==> src/ecfc_pkg.sv <==
package ecfc_pkg;

    localparam int FRAME_W          = 16;
    localparam int DATA_W           = 14;
    localparam int IDX_W            = 3;
    localparam int CNT_W            = 4;
    localparam int DEF_MAX_ENCODERS = 8;
    localparam int MAX_LIMIT_W      = 7;   // holds counts up to 127
    localparam int FLAG_BIT         = 14;
    localparam int PAR_BIT          = 15;
    localparam int PERR_BIT         = 2;
    localparam int CERR_BIT         = 1;
    localparam int FERR_BIT         = 0;

    localparam logic [CNT_W-1:0] CNT_RESET = CNT_W'(2);

    typedef enum logic {
        CMD_BUILD = 1'b0,
        CMD_CHECK = 1'b1
    } t_cmd;

    typedef struct packed {
        t_cmd               command;
        logic [IDX_W-1:0]   encoder_index;
        logic               flag_in;
        logic [DATA_W-1:0]  payload;
        logic [FRAME_W-1:0] rx_frame;
    } t_item;

    typedef struct packed {
        logic [FRAME_W-1:0] tx_frame;
        logic               frame_valid;
        logic               rx_flag;
        logic [DATA_W-1:0]  rx_data;
    } t_codec;

    typedef struct packed {
        logic               request_clear;
        logic               framing_error_bit;
        logic               command_error_bit;
        logic               parity_error_bit;
        logic [DATA_W-1:0]  angle;
        logic [DATA_W-1:0]  rx_data;
        logic               rx_flag;
        logic               frame_valid;
        logic [FRAME_W-1:0] tx_frame;
    } t_result;

    // even parity over bits 14..0
    function automatic logic parity15(input logic [FRAME_W-1:0] v);
        return ^v[PAR_BIT-1:0];
    endfunction

endpackage

==> src/ecfc_tracker.sv <==
module ecfc_tracker #(
    parameter int MAX_ENCODERS = ecfc_pkg::DEF_MAX_ENCODERS
) (
    input  logic                           i_clk,
    input  logic                           i_rst_n,
    input  logic [ecfc_pkg::CNT_W-1:0]     i_count,
    input  logic                           i_upd,
    input  logic                           i_check,
    input  logic [ecfc_pkg::IDX_W-1:0]     i_idx,
    input  logic                           i_valid,
    input  logic [ecfc_pkg::DATA_W-1:0]    i_data,
    output logic [ecfc_pkg::DATA_W-1:0]    o_angle,
    output logic                           o_request_clear
);
    import ecfc_pkg::*;

    // only indexes reachable through the index field get storage
    localparam int STORE_DEPTH = (MAX_ENCODERS < (1 << IDX_W)) ? MAX_ENCODERS : (1 << IDX_W);
    localparam int ADDR_W      = (STORE_DEPTH > 1) ? $clog2(STORE_DEPTH) : 1;
    localparam logic [MAX_LIMIT_W-1:0] MAX_V = MAX_LIMIT_W'(MAX_ENCODERS);

    logic [DATA_W-1:0]      r_store [STORE_DEPTH];
    logic                   r_pass_ok;
    logic                   n_pass_ok;
    logic                   in_store;
    logic [ADDR_W-1:0]      addr;
    logic [MAX_LIMIT_W-1:0] eff_count;
    logic                   last_enc;
    logic                   wr_en;
    logic                   pass_and;

    always_comb begin
        in_store = MAX_LIMIT_W'(i_idx) < MAX_V;
        addr     = in_store ? i_idx[ADDR_W-1:0] : '0;
        wr_en    = i_upd && i_check && i_valid && in_store;

        // zero means one encoder, above the limit clamps to the limit
        priority if (i_count == '0) begin
            eff_count = MAX_LIMIT_W'(1);
        end else if (MAX_LIMIT_W'(i_count) > MAX_V) begin
            eff_count = MAX_V;
        end else begin
            eff_count = MAX_LIMIT_W'(i_count);
        end
        last_enc = MAX_LIMIT_W'(i_idx) == (eff_count - MAX_LIMIT_W'(1));

        pass_and        = r_pass_ok && i_valid;
        o_request_clear = i_check && last_enc && !pass_and;
        n_pass_ok       = r_pass_ok;
        if (i_upd && i_check) begin
            n_pass_ok = last_enc ? 1'b1 : pass_and;
        end

        // angle after this item: freshly written data wins over the stored value
        if (!in_store) begin
            o_angle = '0;
        end else if (i_check && i_valid) begin
            o_angle = i_data;
        end else begin
            o_angle = r_store[addr];
        end
    end

    always_ff @(posedge i_clk) begin
        if (!i_rst_n) begin
            r_pass_ok <= 1'b1;
            for (int i = 0; i < STORE_DEPTH; i++) begin
                r_store[i] <= '0;
            end
        end else begin
            r_pass_ok <= n_pass_ok;
            if (wr_en) begin
                r_store[addr] <= i_data;
            end
        end
    end

    a_rearm_after_clear: assert property (@(posedge i_clk) disable iff (!i_rst_n)
        (i_upd && o_request_clear) |=> r_pass_ok)
        else $error("pass tracker not rearmed after clear request");

    a_hold_when_idle: assert property (@(posedge i_clk) disable iff (!i_rst_n)
        !i_upd |=> $stable(r_pass_ok))
        else $error("pass tracker changed without an item");

    a_fail_sticks: assert property (@(posedge i_clk) disable iff (!i_rst_n)
        (i_upd && i_check && !i_valid && !last_enc) |=> !r_pass_ok)
        else $error("failed frame not recorded in pass");

endmodule

==> config.mk <==
export PLATFORM = sky130hd
export DESIGN_NAME = ecfc_tracker
export DESIGN_NICKNAME = d
export VERILOG_FILES = /design/src/ecfc_pkg.sv /design/src/ecfc_tracker.sv
export SDC_FILE = /design/constraint.sdc
export NUM_CORES = 1
export LEC_CHECK = 0
export ABC_AREA = 1
export ABC_CLOCK_PERIOD_IN_PS = 1900
export BUFFER_PORTS_ARGS = -buffer_cell sky130_fd_sc_hd__buf_2
export CAP_MARGIN = 20
export CORE_MARGIN = 1.5
export CORE_UTILIZATION = 40
export CTS_CLUSTER_DIAMETER = 40
export DETAILED_ROUTE_END_ITERATION = 8
export HOLD_SLACK_MARGIN = 0.03
export PLACE_DENSITY_LB_ADDON = 0.25
export SLEW_MARGIN = 10
export SYNTH_ARGS = -nofsm -noshare
export SYNTH_HDL_FRONTEND = slang
export SYNTH_SLANG_ARGS = --single-unit
==> constraint.sdc <==
create_clock -name i_clk -period 1.9 [get_ports i_clk]
set_input_delay 0.475 -clock i_clk [delete_from_list [all_inputs] [get_ports i_clk]]
set_output_delay 0.475 -clock i_clk [all_outputs]
set_load 0.02 [all_outputs]
==> results.cfg <==
[outcome]
status = finished with violations
violations = negative setup slack

[cts]
numCtsBuffers = 17
clk_path_buf_depth = 2
clk_latency_ns = 0.41
cts_root_buffer = clkbuf_16
htreeDepth = 4
clk_pin_slew_ns = 0.06
clock_sinks = 113
cts_tree = yes

[drt]
drtAntennaViolNets = 0
drtPass1Iterations = 5
dr_total_vias = 4872
wl_per_cell_um = 18.3
drc = 0
drtIter0Drc = 387
drt-total-wl_um = 17000
viasPerCell = 5.24

[grt]
grt_max_degree = 22
grt_pass1_vias = 4916
grtUsageTotal_pct = 24.9
grt_pass1_wl_um = 26600
antenna_found_initial = 0
grt_overflow_total = 0

[yosys]
ys_seq_area_share_pct = 60.8
ys_warn_count = 0
synth_cell_types = 23
avgSynthCellArea_um2 = 8.98
syn_nets = 647
syn-cell-area_um2 = 5570
netlist_instances = 620
ys_ff_latch = 113

[layout]
drive_gt1_share_pct = 32.8
nNetsFinal = 767
final_area_um2 = 7890
utilization_pct = 58.9
nFillCells = 1136
multi_input_area_um2 = 2150
regArea_um2 = 3380
antenna_cells = 0
area_growth_syn_to_layout_pct = 41.8

[floorplan]
start_util_pct = 41.5
coreArea_um2 = 13400
fp.dieW_um = 121
fp.dieH_um = 121
die_area_um2 = 14600
rows = 42
ios = 41

[sta]
finalClockSkew_ns = 0
maxSlewViolCount = 0
fin_crit_sh_pct = 113
fin_ws_ns = -0.254
setup_violations = 15
hold_viol = 0
tns_ns = -1.90
worst_pin_slew_ns = 0.371
fmax_mhz = 464
grt_setup_unrepaired = true
period_needed_ns = 2.15
slew_headroom_pct = 75.2

[power]
max-vdd-ir-drop_mv = 0.512
power_leakage_nw = 3.48
p_per_area_nw_per_um2 = 878

[place]
gp_congestion = 0.852
port_buffers = 40
placed_cell_area_um2 = 6640
dp_hpwl_um = 10800
dpl_worst_slack_ns = -0.430

[worst_setup_path]
crit_required_ns = 1.42
endpoint_kind = output pin
critPathKind = input pin to output pin
cp_max_fo = 3
cp.arrival_ns = 1.68
worst_setup_path_start_kind = input pin

[run]
cap_violations = 0

[worst_hold_path]
min_path_type = input pin to register
synthesized netlist by cell type, drive strengths merged:
| master | count | area (um^2) |
|---|---|---|
| nand2 | 248 | 943 |
| nor2 | 126 | 489 |
| edfxtp | 112 | 3360 |
| nand4 | 37 | 292 |
| buf | 26 | 140 |
| inv | 16 | 60.1 |
| o21ai | 14 | 70.1 |
| clkinv | 11 | 41.3 |
| clkbuf | 9 | 33.8 |
| nand3 | 8 | 40.0 |
| a21oi | 6 | 30.0 |
| a21boi | 1 | 7.51 |
| and3 | 1 | 6.26 |
| dfxtp | 1 | 20.0 |
| ha | 1 | 12.5 |
| nor3 | 1 | 5.00 |
| o21bai | 1 | 7.51 |
| or2 | 1 | 6.26 |
cells in the final DEF (no fill, tap or decap), types with 4 or more instances in the layout:
| master | netlist | routed |
|---|---|---|
| nor2_2 | 0 | 5 |
| buf_4 | 4 | 59 |
| clkbuf_16 | 0 | 17 |
| edfxtp_1 | 112 | 112 |
| nor2_1 | 125 | 119 |
| inv_2 | 3 | 5 |
| clkinv_1 | 11 | 12 |
| o21ai_1 | 0 | 4 |
| nand2_2 | 5 | 37 |
| nand4_4 | 4 | 4 |
| nand2_1 | 243 | 207 |
| o21ai_2 | 0 | 9 |
| buf_16 | 0 | 6 |
| buf_12 | 0 | 17 |
| inv_6 | 0 | 4 |
| buf_2 | 22 | 21 |
| buf_6 | 0 | 24 |
| nand3_1 | 8 | 5 |
| clkinv_4 | 0 | 4 |
| inv_1 | 13 | 9 |
| nand2_4 | 0 | 4 |
| nand4_1 | 33 | 33 |
| buf_8 | 0 | 9 |
metal layers:
metal	global-route usage, %	vias to the layer above	share of wire [%]
met5	0	-	0
met4	9.26	0	1.9
met3	5.59	30	6.6
met2	42.0	199	50
met1	31.5	2357	42
li1	-	2286	-
stage by stage:
step | total power, mW | instances | hold WS [ns]
finish | 6.93 | 929 | 0.385
floorplan | 3.38 | 620 | 0.449
CTS | 6.90 | 927 | 0.376
detailed placement | 3.75 | 875 | 0.465
global placement | 3.73 | 875 | 0.460
global route | 7.14 | 929 | 0.406
path summary, 6_finish.rpt:
check | cells past startpoint | to | from | slack (ns)
worst max-delay path | 11 | o_request_clear | i_count[0] | -0.25
worst min-delay path | 5 | r_pass_ok | i_upd | 0.38
worst max register to register | 4 | r_pass_ok | r_pass_ok | 1.26
worst min register to register | 2 | r_pass_ok | r_pass_ok | 0.48
area by class of cell:
class,count,share of cell area (%)
Multi-Input combinational cell,445,27.3
Clock inverter,15,1.73
Sequential cell,113,42.9
Clock buffer,17,5.39
Inverter,27,1.47
Tap cell,176,2.79
Timing Repair Buffer,136,18.5
registers in the layout, indices dropped and copies added, names as in the netlist:
name and flops:
r_pass_ok 1, r_store 112
critical path: stages:
cell      delay, ns
buf_2          0.12
o21bai_2       0.20
nand2_2        0.10
ha_4           0.15
inv_1          0.04
nand2_1        0.08
nand3_1        0.09
a21oi_2        0.15
nand2_2        0.08
nor2_4         0.08
buf_6          0.11
logic make-up after synthesis:
kind of cell | synth area share, %
fa+ha+maj | 0.225
flops | 60.8
simple gates | 32.0
buf+inv | 4.94
compound gates | 2.07
timing repair:
item / in CTS / in global routing
setup endpoints to repair: 15 / 15
pin swaps: 42 / 37
resized for setup: 97 / 39
gates cloned: 7 / 0
hold buffers: 0 / 0
setup buffers: 13 / 3
where the power goes:
part | internal (mW) | switching [mW] | total [mW]
clock | 1.81 | 1.20 | 3.00
combinational | 0.442 | 0.569 | 1.01
sequential | 2.87 | 0.0423 | 2.91
Note: power is estimated with default switching activity, not from simulation.
